==> config.mk <==
export PLATFORM = sky130hd
export DESIGN_NAME = joystick_report_filter_top
export DESIGN_NICKNAME = d
export VERILOG_FILES = /design/src/rtl/core/jrf_pkg.sv /design/src/rtl/core/jrf_decide.sv /design/src/rtl/core/joystick_report_filter_top.sv
export VERILOG_INCLUDE_DIRS = /design/src /design/src/rtl/core
export SDC_FILE = /design/constraint.sdc
export NUM_CORES = 1
export LEC_CHECK = 0
export BUFFER_PORTS_ARGS = -buffer_cell sky130_fd_sc_hd__buf_2
export CORE_UTILIZATION = 40
export DETAILED_ROUTE_END_ITERATION = 8
export PLACE_DENSITY_LB_ADDON = 0.15
export SYNTH_ARGS = -nofsm -noshare
export SYNTH_HDL_FRONTEND = slang
export SYNTH_HIERARCHICAL = 1
export SYNTH_SLANG_ARGS = --single-unit
==> constraint.sdc <==
create_clock -name clk -period 9.3 [get_ports clk]
set_clock_uncertainty 0.05 [all_clocks]
set_input_delay 2.79 -clock clk [delete_from_list [all_inputs] [get_ports clk]]
set_output_delay 2.79 -clock clk [all_outputs]
set_load 0.03 [all_outputs]
==> src/rtl/core/assert_macros.svh <==
// ----------------------------------------------------------------------------
// assertion macros
// concurrent assertion forms used by the rtl top module
// ----------------------------------------------------------------------------
`ifndef ASSERT_MACROS_SVH
`define ASSERT_MACROS_SVH

// same-cycle implication, disabled while reset is asserted
`define ASSERT_IMPL(lbl, clk, rst_n, ante, cons, msg) \
  lbl: assert property (@(posedge clk) disable iff (!rst_n) (ante) |-> (cons)) \
    else $error(msg);

// next-cycle implication, disabled while reset is asserted
`define ASSERT_NEXT(lbl, clk, rst_n, ante, cons, msg) \
  lbl: assert property (@(posedge clk) disable iff (!rst_n) (ante) |=> (cons)) \
    else $error(msg);

`endif

==> src/rtl/core/jrf_pkg.sv <==
// ----------------------------------------------------------------------------
// jrf_pkg
// types, register indexes and reset values for the joystick report filter
// ----------------------------------------------------------------------------
`default_nettype none

package jrf_pkg;

  localparam int AXIS_W   = 16;
  localparam int DZ_W     = 15;
  localparam int TOL_W    = 16;
  localparam int PERIOD_W = 16;
  localparam int BTN_W    = 8;
  localparam int TIME_W   = 32;
  localparam int SEQ_W    = 32;
  localparam int CFG_IDX_W  = 3;
  localparam int CFG_DATA_W = 16;

  // register indexes
  localparam logic [CFG_IDX_W-1:0] CFG_DZ_FIRST      = 3'd0;
  localparam logic [CFG_IDX_W-1:0] CFG_DZ_SECOND     = 3'd1;
  localparam logic [CFG_IDX_W-1:0] CFG_MOVE_TOL      = 3'd2;
  localparam logic [CFG_IDX_W-1:0] CFG_HEARTBEAT_MS  = 3'd3;
  localparam logic [CFG_IDX_W-1:0] CFG_MOVE_INTVL_MS = 3'd4;

  // reset values: 0.12, 0.10, 0.05 in q15; 1000/2 and 1000/10 ms
  localparam logic [DZ_W-1:0]     RST_DZ_FIRST      = 15'd3932;
  localparam logic [DZ_W-1:0]     RST_DZ_SECOND     = 15'd3277;
  localparam logic [TOL_W-1:0]    RST_MOVE_TOL      = 16'd1638;
  localparam logic [PERIOD_W-1:0] RST_HEARTBEAT_MS  = 16'd500;
  localparam logic [PERIOD_W-1:0] RST_MOVE_INTVL_MS = 16'd100;

  typedef struct packed {
    logic [DZ_W-1:0]     dz_first;
    logic [DZ_W-1:0]     dz_second;
    logic [TOL_W-1:0]    move_tol;
    logic [PERIOD_W-1:0] heartbeat_ms;
    logic [PERIOD_W-1:0] move_intvl_ms;
  } jrf_cfg_t;

  typedef struct packed {
    logic signed [AXIS_W-1:0] last_axis_z;
    logic signed [AXIS_W-1:0] last_axis_x;
    logic [BTN_W-1:0]         last_buttons;
    logic [TIME_W-1:0]        last_time;
    logic [SEQ_W-1:0]         next_seq;
  } jrf_state_t;

  typedef struct packed {
    logic                     fwd;
    logic signed [AXIS_W-1:0] axis_z;
    logic signed [AXIS_W-1:0] axis_x;
  } jrf_dec_t;

endpackage

`default_nettype wire

==> src/rtl/core/jrf_decide.sv <==
// ----------------------------------------------------------------------------
// jrf_decide
// deadzone on both axes and the forward decision against the last report
// ----------------------------------------------------------------------------
`default_nettype none

module jrf_decide import jrf_pkg::*; (
  input  jrf_cfg_t                 cfg,
  input  jrf_state_t               st,
  input  logic signed [AXIS_W-1:0] axis_z,
  input  logic signed [AXIS_W-1:0] axis_x,
  input  logic [BTN_W-1:0]         buttons,
  input  logic [TIME_W-1:0]        time_ms,
  output jrf_dec_t                 dec
);

  // magnitude of a 17-bit signed value, exact in 17 bits for these ranges
  function automatic logic [AXIS_W:0] mag17(input logic signed [AXIS_W:0] v);
    logic signed [AXIS_W:0] neg;
    neg = -v;
    return v[AXIS_W] ? neg : v;
  endfunction

  logic [AXIS_W:0]          mag_z;
  logic [AXIS_W:0]          mag_x;
  logic signed [AXIS_W-1:0] dz_z;
  logic signed [AXIS_W-1:0] dz_x;
  logic signed [AXIS_W:0]   diff_z;
  logic signed [AXIS_W:0]   diff_x;
  logic [TIME_W-1:0]        elapsed;
  logic                     btn_chg;
  logic                     to_center;
  logic                     heartbeat;
  logic                     moved;

  always_comb begin
    mag_z = mag17({axis_z[AXIS_W-1], axis_z});
    mag_x = mag17({axis_x[AXIS_W-1], axis_x});
    dz_z  = (mag_z < {2'b00, cfg.dz_first}) ? '0 : axis_z;
    dz_x  = (mag_x < {2'b00, cfg.dz_second}) ? '0 : axis_x;

    diff_z  = {dz_z[AXIS_W-1], dz_z} - {st.last_axis_z[AXIS_W-1], st.last_axis_z};
    diff_x  = {dz_x[AXIS_W-1], dz_x} - {st.last_axis_x[AXIS_W-1], st.last_axis_x};
    elapsed = time_ms - st.last_time;

    btn_chg   = (buttons != st.last_buttons);
    to_center = (dz_z == '0) && (dz_x == '0) &&
                ((st.last_axis_z != '0) || (st.last_axis_x != '0));
    heartbeat = (elapsed > {16'd0, cfg.heartbeat_ms});
    moved     = (elapsed > {16'd0, cfg.move_intvl_ms}) &&
                ((mag17(diff_z) > {1'b0, cfg.move_tol}) ||
                 (mag17(diff_x) > {1'b0, cfg.move_tol}));

    dec.fwd    = btn_chg || to_center || heartbeat || moved;
    dec.axis_z = dz_z;
    dec.axis_x = dz_x;
  end

endmodule

`default_nettype wire

==> src/rtl/core/joystick_report_filter_top.sv <==
// ----------------------------------------------------------------------------
// joystick_report_filter_top
// deadzone and change filter for joystick reports
// ----------------------------------------------------------------------------
// usage:
//   in_* channel carries one report per transaction (two q15 axes, buttons,
//   millisecond timestamp). out_* channel carries a forwarded report with
//   its sequence number; reports that change nothing are dropped.
//   cfg_* is a write-only register port; the user must write it only while
//   the block is idle, and the block itself does not enforce this.
// throughput: one report per cycle while out_stall is low; a report is
//   registered on accept, decided combinationally with the last-report
//   update, and registered into the output register as the stage advances.
// stall: the output register holds while out_stall is high; the input
//   register still takes a report while the output register is empty or
//   draining, and in_stall rises only when both are full and stalled.
// reset: rst_n low clears both stages, the last-report state and the
//   sequence counter, and loads the default register values.
// ----------------------------------------------------------------------------
`default_nettype none

`include "assert_macros.svh"

module joystick_report_filter_top import jrf_pkg::*; (
  input  logic                     clk,
  input  logic                     rst_n,
  input  logic                     in_valid,
  output logic                     in_stall,
  input  logic signed [AXIS_W-1:0] in_axis_z,
  input  logic signed [AXIS_W-1:0] in_axis_x,
  input  logic [BTN_W-1:0]         in_button_bits,
  input  logic [TIME_W-1:0]        in_time_ms,
  output logic                     out_valid,
  input  logic                     out_stall,
  output logic signed [AXIS_W-1:0] out_axis_z,
  output logic signed [AXIS_W-1:0] out_axis_x,
  output logic [BTN_W-1:0]         out_buttons,
  output logic [SEQ_W-1:0]         out_sequence_res,
  input  logic                     cfg_wr_en,
  input  logic [CFG_IDX_W-1:0]     cfg_index,
  input  logic [CFG_DATA_W-1:0]    cfg_wdata
);

  jrf_cfg_t   cfg_r, cfg_nxt;
  jrf_state_t st_r, st_nxt;
  jrf_dec_t   dec;

  logic                     s1_valid_r, s1_valid_nxt;
  logic signed [AXIS_W-1:0] s1_axis_z_r;
  logic signed [AXIS_W-1:0] s1_axis_x_r;
  logic [BTN_W-1:0]         s1_buttons_r;
  logic [TIME_W-1:0]        s1_time_r;

  logic                     out_valid_r, out_valid_nxt;
  logic signed [AXIS_W-1:0] out_axis_z_r;
  logic signed [AXIS_W-1:0] out_axis_x_r;
  logic [BTN_W-1:0]         out_buttons_r;
  logic [SEQ_W-1:0]         out_seq_r;

  logic in_take;
  logic advance;
  logic emit;

  // config registers
  always_comb begin
    cfg_nxt = cfg_r;
    if (cfg_wr_en) begin
      case (cfg_index)
        CFG_DZ_FIRST:      cfg_nxt.dz_first      = cfg_wdata[DZ_W-1:0];
        CFG_DZ_SECOND:     cfg_nxt.dz_second     = cfg_wdata[DZ_W-1:0];
        CFG_MOVE_TOL:      cfg_nxt.move_tol      = cfg_wdata[TOL_W-1:0];
        CFG_HEARTBEAT_MS:  cfg_nxt.heartbeat_ms  = cfg_wdata[PERIOD_W-1:0];
        CFG_MOVE_INTVL_MS: cfg_nxt.move_intvl_ms = cfg_wdata[PERIOD_W-1:0];
        default:           cfg_nxt = cfg_r;
      endcase
    end
  end

  jrf_decide u_decide (
    .cfg     (cfg_r),
    .st      (st_r),
    .axis_z  (s1_axis_z_r),
    .axis_x  (s1_axis_x_r),
    .buttons (s1_buttons_r),
    .time_ms (s1_time_r),
    .dec     (dec)
  );

  // handshake and stage control
  always_comb begin
    advance      = s1_valid_r && (!out_valid_r || !out_stall);
    emit         = advance && dec.fwd;
    in_stall     = s1_valid_r && !advance;
    in_take      = in_valid && !in_stall;
    s1_valid_nxt = in_take || (s1_valid_r && !advance);
    out_valid_nxt = advance ? dec.fwd : (out_valid_r && out_stall);

    st_nxt = st_r;
    if (emit) begin
      st_nxt.last_axis_z  = dec.axis_z;
      st_nxt.last_axis_x  = dec.axis_x;
      st_nxt.last_buttons = s1_buttons_r;
      st_nxt.last_time    = s1_time_r;
      st_nxt.next_seq     = st_r.next_seq + 32'd1;
    end
  end

  always_ff @(posedge clk) begin
    if (!rst_n) begin
      cfg_r.dz_first      <= RST_DZ_FIRST;
      cfg_r.dz_second     <= RST_DZ_SECOND;
      cfg_r.move_tol      <= RST_MOVE_TOL;
      cfg_r.heartbeat_ms  <= RST_HEARTBEAT_MS;
      cfg_r.move_intvl_ms <= RST_MOVE_INTVL_MS;
      st_r        <= '0;
      s1_valid_r  <= 1'b0;
      out_valid_r <= 1'b0;
    end else begin
      cfg_r       <= cfg_nxt;
      st_r        <= st_nxt;
      s1_valid_r  <= s1_valid_nxt;
      out_valid_r <= out_valid_nxt;
    end
  end

  always_ff @(posedge clk) begin
    if (in_take) begin
      s1_axis_z_r  <= in_axis_z;
      s1_axis_x_r  <= in_axis_x;
      s1_buttons_r <= in_button_bits;
      s1_time_r    <= in_time_ms;
    end
    if (emit) begin
      out_axis_z_r  <= dec.axis_z;
      out_axis_x_r  <= dec.axis_x;
      out_buttons_r <= s1_buttons_r;
      out_seq_r     <= st_r.next_seq;
    end
  end

  assign out_valid        = out_valid_r;
  assign out_axis_z       = out_axis_z_r;
  assign out_axis_x       = out_axis_x_r;
  assign out_buttons      = out_buttons_r;
  assign out_sequence_res = out_seq_r;

  `ASSERT_IMPL(a_stall_needs_item, clk, rst_n, in_stall, s1_valid_r, "stall with no held item")
  `ASSERT_NEXT(a_seq_step, clk, rst_n, emit, st_r.next_seq == $past(st_r.next_seq) + 1, "seq step")
  `ASSERT_NEXT(a_state_hold, clk, rst_n, !emit, st_r == $past(st_r), "state changed")
  `ASSERT_NEXT(a_out_valid, clk, rst_n, emit, out_valid_r, "forward not presented")
  `ASSERT_NEXT(a_out_seq, clk, rst_n, emit, out_seq_r == $past(st_r.next_seq), "bad out seq")

endmodule

`default_nettype wire

* Word-level counts from Yosys, hierarchy flattened
Cells that the tools add are included.
Cells by class: add/sub/neg operators 8, reduce and logical (&&, ||, !) cells 29, mux-type cells 7, order comparisons 6, eq/ne operators 5
Operators by type and width (number):
- 17-bit 2-to-1 mux | 4
- 32-bit by 16-bit greater-than comparator with 1-bit output | 2
- 17-bit by 16-bit greater-than comparator with 1-bit output | 2
- 17-bit by 15-bit < comparator with 1-bit output | 2
- 16-bit negation with 17-bit output | 2
- 17-bit negation | 2
- 16-bit by 16-bit subtractor with 17-bit output | 2
- 32-bit by 1-bit adder with 32-bit output, second input constant | 1
- 16-bit logical NOT | 2
- 16-bit 2-to-1 mux | 2
- 16-bit nonzero test | 2
- 32-bit subtractor | 1
- 2-bit AND reduction | 5
- 1-bit logical AND | 8
- 8-bit inequality test | 1
- 1-bit logical OR | 7
- 3-bit by 2-bit == test with 1-bit output, second input constant | 2
- 1-bit logical NOT | 4
- 3-bit by 1-bit == test with 1-bit output, second input constant | 1
- 3-bit == test, second input constant | 1
- 3-bit logical NOT | 1
- 1-bit 2-to-1 mux | 1
Storage, ports and cells: bits of input ports 96, register bits after elaboration 328, output and inout bits 74

* Longest topological paths before layout
Gate-level depths: netlist (run 1).
word-level depth 12, gate-level depth with buffers 46, gate-level depth less buffers 44

* Hierarchy
The synthesis (run 1) kept the hierarchy.
Modules (own cells, without submodules):
- joystick_report_filter_top | instances 1, cells an instance 985, seq. area each 8007.7 um^2, area an instance 11004.3 um^2
- jrf_decide | instances 1, cells an instance 1126, seq. area each 0.0 um^2, area an instance 7574.8 um^2

* Worst setup path after synthesis (run 1)
OpenSTA, ideal clock, no wires.
path kind register to register, start point register s1_axis_x_r[0], end point register out_axis_x_r[0], in the netlist out_axis_x[0] (enable), arrival time 9.260 ns, data required time 8.785 ns, stages on the path, launching flop included 41, clock period less this slack 9.775 ns, setup slack -0.475 ns, cell sequence edfxtp_1 > inv_1 > ha_1 > nand2_1 > or3_1 > o31ai_1 > xnor2_1 > ha_1 > and4_1 > a2111oi_0 > nand3_1 > a31oi_1 > o21ai_0 > nand2b_1 > clkbuf_1 > nand2_1 > ha_1 > inv_1 > [... 5 more ...] > xnor2_1 > or3_4 > nor2_2 > a31oi_1 > xnor2_1 > ha_1 > nand4_1 > nor4_1 > a21oi_1 > a22oi_1 > o21ai_0 > o2111ai_1 > and4bb_1 > and3_1 > nand4b_1 > nand3_1 > inv_2 > clkbuf_1
RTL lines:
- start, declared | line joystick_report_filter_top.sv:50 | logic signed [AXIS_W-1:0] s1_axis_x_r;
- start signal, assigned | line joystick_report_filter_top.sv:129 | s1_axis_x_r <= in_axis_x;
- end signal, assigned | line joystick_report_filter_top.sv:135 | out_axis_x_r <= dec.axis_x;
- end, declared | line joystick_report_filter_top.sv:56 | logic signed [AXIS_W-1:0] out_axis_x_r;

==> results of run 1 <==
per-layer routing:
layer / GRT usage / share of wire / vias to the layer above
met4: 0.0629 / 0.026 / 0
met5: 0 / 0 / -
li1: - / - / 7638
met2: 0.340 / 0.47 / 290
met1: 0.271 / 0.46 / 7115
met3: 0.0305 / 0.040 / 74
state kept, by name (all words and copies together) (netlist names):
| name | cells |
|---|---|
| s1_axis_x_r | 16 |
| s1_axis_z_r | 16 |
| cfg_r | 78 |
| out_axis_x | 16 |
| s1_valid_r | 1 |
| s1_time_r | 32 |
| st_r | 104 |
| s1_buttons_r | 8 |
| out_axis_z | 16 |
| out_sequence_res | 32 |
| out_buttons | 8 |
| out_valid | 1 |
path summary, 6_finish.rpt:
path	slack [ns]	start	cells after the start	to
max	0.60	s1_axis_x_r[0]	41	st_r[24]
min	0.40	st_r[38]	2	st_r[38]
max reg2reg	0.60	s1_axis_x_r[0]	41	st_r[24]
min reg2reg	0.40	st_r[38]	2	st_r[38]
synthesized netlist by cell type (all sizes together), types with 11 or more instances:
master	count	area, um2
buf	11	58.8
and2	31	194
and3	15	98.8
xor2	47	412
clkbuf	68	255
edfxtp	144	4320
o21a	14	105
a31oi	20	125
a21oi	222	1120
nor3	14	75.1
nand4	37	253
dfxtp	184	3680
a21o	24	180
or3	17	111
nor4	19	119
ha	160	2000
nor2b	16	108
nor2	108	408
nand2b	19	119
o21ai	96	484
nand3	77	385
o211ai	12	95.1
inv	172	646
xnor2	76	666
nand2	396	1490
a211oi	12	95.1
layout make-up:
cell class / count / area (um2) / area share
Multi-Input combinational cell: 1532 / 9680 / 0.451
Sequential cell: 328 / 8010 / 0.373
Clock buffer: 44 / 1020 / 0.0478
Timing Repair Buffer: 182 / 985 / 0.0459
Tap cell: 600 / 751 / 0.0350
Inverter: 172 / 656 / 0.0306
Clock inverter: 26 / 333 / 0.0155
Antenna cell: 4 / 10.0 / 0.000467
critical path: cells and delay by family (launching register included):
kind | cells | cell delay (ns)
buffers and inverters | 3 | 0.36
xor gates and xnor gates | 2 | 0.38
adders and majority gates | 5 | 1.34
and+or+nand+nor | 18 | 3.46
muxes | 1 | 0.15
DFF | 1 | 0.41
AOI/OAI and AO/OA | 12 | 2.46
power groups by stage:
| stage | sequential, mW | clock, mW | combinational (mW) |
|---|---|---|---|
| after floorplan | 1.67 | 0 | 0.830 |
| after global placement | 1.65 | 0 | 1.13 |
| after detailed placement | 1.65 | 0 | 1.15 |
| after CTS | 1.62 | 1.67 | 1.16 |
| after global routing | 1.62 | 1.72 | 1.31 |
| final | 1.62 | 1.62 | 1.18 |
cell families (layout without fill, tap and decap cells):
group	count (synthesis)	in the layout	synth area share
mux	4	4	0.00216
compound gates	463	463	0.151
other cells	0	4	0
flops	328	328	0.431
xor+xnor	123	123	0.0580
simple gates	779	779	0.196
fa+ha+maj	163	163	0.111
buf+inv	251	424	0.0517
stage by stage:
step / setup slack, ns / instances / instance area [um2] / TNS, ns
after floorplan: 0.707 / 2111 / 18600 / 0
after global placement: 0.328 / 2811 / 20000 / 0
after detailed placement: 0.0933 / 2811 / 20000 / 0
after CTS: 0.0517 / 2881 / 21400 / 0
after global routing: -0.0235 / 2888 / 21400 / -0.0740
final: 0.596 / 2888 / 21400 / 0
timing repair:
action,CTS,global route
gates resized for setup,0,15
setup buffers,0,3
setup endpoints to repair,0,176
==> impl_metrics.toml, run 1 <==
[yosys]
synthFlopType = "dfxtp_1"
synthArstFlopShare = 0
synthesis.nets = 2370
synth-seq-area-share = 0.431
yosys_warnings = 6
syn_area_um2 = 18600
synth.avg_cell_area_um2 = 8.80
syn_inst = 2111
ys_ff_latch = 328
synth_cell_types = 89
synth_edf_count = 144

[clock_tree]
root_buffer = "clkbuf_16"
cts_buffers = 38
h-tree-depth = 2
clk_latency_ns = 0.56
hold_buffers = 0
clock_sinks = 328
cts.clk_slew.worst_paths_ns = 0.06
clock_tree.buffer_depth = 3
cts_tree = "yes"

[setup_path]
critPathKind = "flop to flop"
cp_slowest_cell = "edfxtp_1"
cp-start-kind = "flop"
slowest_delay_ns = 0.41
crit_fanout = 17
worstSetupEndpointType = "flop"
crit_top_cell = "ha_1"
crit_arrival_ns = 9.12
worstPathRequired_ns = 9.72

[sta]
max_freq_mhz = 115
report.final.hold_viol_count = 0
tightest_slew_ns = 0.997
slew_headroom = 0.335
whs_ns = 0.402
fin_crit_sh = 0.936
setup_viol = 0
finalMaxSlewViolations = 0
layout_min_cycle_time_ns = 8.70

[cells_and_area]
nFillCells = 4397
final_layout_size_suffix_gt1_frac = 0.127
layout.nets = 2513
final_common_cell = "nand2_1"
layout_common_cells = "nand2_1, a21oi_1, dfxtp_1"
final_core_util = 0.471
syn2layout_area_growth_pct = 15.4

[power]
leakage_nw = 8.51
powerDensity_nw_per_um2 = 206
pwr-share-clk = 0.367
switching_power_mw = 1.38
totalPowerFinal_mw = 4.41
combPwrFrac = 0.267
p_sw_frac = 0.314
p_int_mw = 3.03
ir_worst_vdd_uv = 155
seqPwrFrac = 0.366

[routing]
drtPass1Iterations = 5
drt-total-wl_um = 48500
num_vias = 15100
detail_route.wl_per_cell_um = 16.8
ant_nets = 0
viasPerCell = 5.23
drc = 0
dr.first_iter.drc_count = 882

[worst_hold_path]
holdCritPathClass = "flop to flop"

[placed_design]
gp_congestion = 0.919
port_buffers = 169
place_hpwl_um = 36200

[floorplan]
dieHeight_um = 218
rows = 78
die_w_um = 218
die_area_um2 = 47300
ios = 170
core_area_um2 = 45600
initial_utilization = 0.408

[global_routing]
grt_pass1_wl_um = 76700
grt_antenna_before_repair = 4
grt_max_degree = 81
grtUsageTotal = 0.204
grt_pass1_vias = 14400
grt.overflow.total = 0

[job]
drv_cap = 0

[run_status]
status = "complete, no violations"
(Power assumes the default switching activity.)
==> run 2, diff against run 1 <==
--- a/config.mk
+++ b/config.mk
@@ -6,9 +6,9 @@
 export SDC_FILE = /design/constraint.sdc
 export NUM_CORES = 1
 export LEC_CHECK = 0
-export BUFFER_PORTS_ARGS = -buffer_cell sky130_fd_sc_hd__buf_2
 export CORE_UTILIZATION = 40
 export DETAILED_ROUTE_END_ITERATION = 8
+export DONT_BUFFER_PORTS = 1
 export PLACE_DENSITY_LB_ADDON = 0.15
 export SYNTH_ARGS = -nofsm -noshare
 export SYNTH_HDL_FRONTEND = slang
==> impl_metrics.toml, run 2 (synthesis gave the netlist of run 1 again) <==
[floorplan]
die_w_um = 218
die_area_um2 = 47300
rows = 78
dieHeight_um = 218
ios = 170
initial_utilization = 0.408
core_area_um2 = 45600

[setup_path]
worstSetupEndpointType = "flop"
cp_slowest_cell = "or4b_1"
critPathKind = "flop to flop"
worstPathRequired_ns = 9.47
cp-start-kind = "flop"
slowest_delay_ns = 0.58
crit_arrival_ns = 8.95
crit_fanout = 79

[cells_and_area]
final_common_cell = "nand2_1"
finish.instance_area_um2 = 20700
largest_registers = "st_r: 104 flops, cfg_r: 78 flops"
final_layout_size_suffix_gt1_frac = 0.0686
regMostFlops = "st_r"
layout.cells.non_filler = 2733
syn2layout_area_growth_pct = 11.5
largest_reg_flops = 104
layout.nets = 2359
final_core_util = 0.455
layout_common_cells = "nand2_1, a21oi_1, dfxtp_1"

[sta]
layout_min_cycle_time_ns = 8.78
slew_headroom = 0.213
finalSetupTns_ns = 0
layout_setup_ws_ns = 0.517
fin_crit_sh = 0.944
report.final.hold_viol_count = 0
whs_ns = 0.403
tightest_slew_ns = 1.18
finalMaxSlewViolations = 0
max_freq_mhz = 114
setup_viol = 0

[power]
totalPowerFinal_mw = 4.33
powerDensity_nw_per_um2 = 209
ir_worst_vdd_uv = 167
leakage_nw = 7.92

[clock_tree]
cts_buffers = 39
clk_latency_ns = 0.57
h-tree-depth = 2
cts.clk_slew.worst_paths_ns = 0.06
cts_tree = "yes"
clock_sinks = 328
clock_tree.buffer_depth = 3
root_buffer = "clkbuf_16"

[placed_design]
gp_congestion = 0.867
port_buffers = 0
dp_slack_ns = -0.220
post-place-cells = 2643
placed_area_um2 = 19100
place_hpwl_um = 35900

[routing]
num_vias = 14600
drc = 0
viasPerCell = 5.35
drtPass1Iterations = 6
dr.first_iter.drc_count = 757
ant_nets = 0
drt-total-wl_um = 48900
detail_route.wl_per_cell_um = 17.9

[global_routing]
grt_max_degree = 103
grt_pass1_wl_um = 76100
grt_pass1_vias = 13900
grt_antenna_before_repair = 4
grt.overflow.total = 0
grtUsageTotal = 0.203

[job]
drv_cap = 0

[run_status]
status = "complete, no violations"

[worst_hold_path]
holdCritPathClass = "flop to flop"
run 2: where the power goes:
group	switching, mW	internal, mW	leakage, nW
clock	0.624	0.920	0.631
combinational	0.680	0.454	4.43
sequential	0.0802	1.58	2.86
run 2: area by class of cell:
| cell class | count | area, um2 |
|---|---|---|
| well taps | 600 | 751 |
| multi-input cells | 1532 | 9770 |
| repair buffers | 27 | 229 |
| fillers | 4390 | 24900 |
| diodes | 4 | 10.0 |
| clock buffers | 49 | 1050 |
| clock inverters | 21 | 234 |
| inverters | 172 | 661 |
| flip-flops and latches | 328 | 8010 |
run 2: final timing paths:
path | slack (ns) | endpoint | from | depth (start not counted)
worst min register to register | 0.40 | st_r[41] | st_r[41] | 2
worst max-delay path | 0.52 | out_sequence_res[14] | s1_axis_x_r[0] | 39
worst max register to register | 0.52 | out_sequence_res[14] | s1_axis_x_r[0] | 39
worst min-delay path | 0.40 | st_r[41] | st_r[41] | 2
run 2: routing by layer:
metal,up-vias,share of wire,track usage
met5,-,0,0
met4,0,0.030,0.0739
met1,6901,0.46,0.270
met3,67,0.041,0.0278
li1,7342,-,-
met2,321,0.47,0.336
run 2: repair_timing:
| action | 4_1_cts | 5_1_grt |
|---|---|---|
| hold buffers | 0 | 0 |
| endpoints found under the hold margin | 0 | 0 |
| endpoints found under the setup margin | 117 | 176 |
| setup buffers | 3 | 12 |
| gates cloned | 0 | 1 |
| pin swaps | 1 | 17 |
| gates resized for setup | 9 | 32 |
run 2: critical path: cells and delay by family (launching register included):
| family | cells | cell delay (ns) |
|---|---|---|
| AOI/OAI and AO/OA | 12 | 2.39 |
| DFF | 1 | 0.43 |
| buffers and inverters | 5 | 1.08 |
| muxes | 1 | 0.07 |
| and+or+nand+nor | 15 | 2.89 |
| adders and majority gates | 4 | 1.20 |
| xor gates and xnor gates | 2 | 0.29 |
==> run 3, diff against run 2 <==
--- a/config.mk
+++ b/config.mk
@@ -6,9 +6,10 @@
 export SDC_FILE = /design/constraint.sdc
 export NUM_CORES = 1
 export LEC_CHECK = 0
-export CORE_UTILIZATION = 40
+export CORE_UTILIZATION = 50
 export DETAILED_ROUTE_END_ITERATION = 8
 export DONT_BUFFER_PORTS = 1
+export HOLD_SLACK_MARGIN = 0.12
 export PLACE_DENSITY_LB_ADDON = 0.15
 export SYNTH_ARGS = -nofsm -noshare
 export SYNTH_HDL_FRONTEND = slang
==> impl_metrics.toml, run 3 (synthesis gave the netlist of run 1 again) <==
[run_status]
status = "complete, no violations"

[global_routing]
grt.overflow.total = 0
grt_pass1_wl_um = 72000
globalRoute.busiestLayer = "met2"
met3_usage = 0.0463
grt_max_degree = 82
grtUsageTotal = 0.237
grt_use_met1 = 0.311
grt.met2_usage = 0.389
grt_pass1_vias = 13700
grt_antenna_before_repair = 2

[clock_tree]
clk_latency_ns = 0.55
clock_tree.buffer_depth = 3
h-tree-depth = 2
root_buffer = "clkbuf_16"
cts_buffers = 37
clock_sinks = 328
hold_buffers = 0
cts.clk_slew.worst_paths_ns = 0.06
cts_tree = "yes"

[cells_and_area]
final_layout_size_suffix_gt1_frac = 0.0614
regMostFlops = "st_r"
regArea_um2 = 8010
final_core_util = 0.559
largest_reg_flops = 104
finish.instance_area_um2 = 20500
layout_common_cells = "nand2_1, a21oi_1, dfxtp_1"
largest_registers = "st_r: 104 flops, cfg_r: 78 flops"
final_common_cell = "nand2_1"
nFillCells = 3299
multi_input_area_um2 = 9730
layout.nets = 2348
syn2layout_area_growth_pct = 10.2

[routing]
viasPerCell = 5.64
drc = 0
detail_route.wl_per_cell_um = 17.7
ant_nets = 0
drtPass1Iterations = 5
dr.first_iter.drc_count = 790
drt-total-wl_um = 45800
num_vias = 14600

[placed_design]
port_buffers = 0
place_hpwl_um = 33400
gp_congestion = 0.935
placed_area_um2 = 19000

[power]
seqPwrFrac = 0.385
leakage_nw = 7.89
ir_worst_vdd_uv = 141
powerDensity_nw_per_um2 = 210
pwr-share-clk = 0.358
p_sw_frac = 0.311
combPwrFrac = 0.257
switching_power_mw = 1.34
totalPowerFinal_mw = 4.30
p_int_mw = 2.96

[worst_hold_path]
holdCritPathClass = "flop to flop"

[setup_path]
slowest_delay_ns = 0.41
crit_arrival_ns = 9.23
crit_fanout = 8
crit_top_cell = "ha_1"
cp-start-kind = "flop"
cp_slowest_cell = "fa_1"
critPathKind = "flop to flop"
worstSetupEndpointType = "flop"
worstPathRequired_ns = 9.71

[sta]
max_freq_mhz = 113
finalMaxSlewViolations = 0
finalSetupTns_ns = 0
setup_viol = 0
fin_crit_sh = 0.948
slew_headroom = 0.347
whs_ns = 0.402
layout_min_cycle_time_ns = 8.81
tightest_slew_ns = 0.979
report.final.hold_viol_count = 0

[floorplan]
die_area_um2 = 37900
dieHeight_um = 195
initial_utilization = 0.507
rows = 70
core_area_um2 = 36600
ios = 170
die_w_um = 195

[job]
drv_cap = 0
run 3: cell types whose count changed in the layout (fill, tap and decap cells not counted), moves of 2 or more:
| cell | before | now |
|---|---|---|
| buf_12 | 2 | 5 |
| buf_4 | 23 | 12 |
| clkinv_1 | 2 | 0 |
| clkinv_2 | 8 | 11 |
| clkinv_4 | 2 | 0 |
| clkinvlp_4 | 2 | 0 |
| diode_2 | 4 | 1 |
| o21ai_2 | 4 | 2 |
run 3: worst paths after layout:
check,from,endpoint,slack [ns],cells after the start
worst max-delay path,s1_axis_x_r[1],st_r[27],0.49,42
worst min-delay path,st_r[47],st_r[47],0.40,2
worst max register to register,s1_axis_x_r[1],st_r[27],0.49,42
worst min register to register,st_r[47],st_r[47],0.40,2
run 3: through the flow:
| step | cells | setup slack, ns |
|---|---|---|
| 6_report | 2587 | 0.485 |
| 5_1_grt | 2587 | -0.0132 |
| 4_1_cts | 2579 | 0.00550 |
| 3_5_place_dp | 2509 | -0.189 |
| 3_3_place_gp | 2509 | 0.0392 |
| 2_1_floorplan | 2111 | 0.707 |
run 3: power by group through the flow:
stage / logic [mW] / registers [mW] / clock network [mW]
floorplan: 0.830 / 1.67 / 0
global placement: 1.03 / 1.68 / 0
detailed placement: 1.06 / 1.69 / 0
CTS: 1.07 / 1.65 / 1.58
global route: 1.24 / 1.66 / 1.63
finish: 1.10 / 1.65 / 1.54
run 3: worst max-delay path: cells and delay by family (launching register included):
family | cells | cell delay (ns)
muxes | 1 | 0.08
and+or+nand+nor | 18 | 3.44
adders and majority gates | 5 | 1.31
buffers and inverters | 4 | 0.53
xor gates and xnor gates | 2 | 0.34
DFF | 1 | 0.40
AOI/OAI and AO/OA | 12 | 2.59
run 3: final cells by class:
cell class                 instances  share of cell area
timing repair buffer              18             0.00984
tap                              468              0.0286
inverter                         172              0.0319
clock buffer                      50              0.0527
multi-input combinational       1532               0.475
sequential                       328               0.391
antenna                            1            0.000122
clock inverter                    18              0.0108
run 3: timing repair:
item | 4_1_cts | 5_1_grt
pin swaps | 0 | 4
setup buffers | 2 | 7
setup endpoints to repair | 49 | 177
resized for setup | 3 | 21
run 3: metal layers:
layer	part of all wire	routed length [um]	vias to the layer above
met5	0.00028	13	-
met4	0.031	1410	2
met3	0.052	2390	73
met2	0.47	21300	327
met1	0.45	20700	6870
li1	-	-	7315
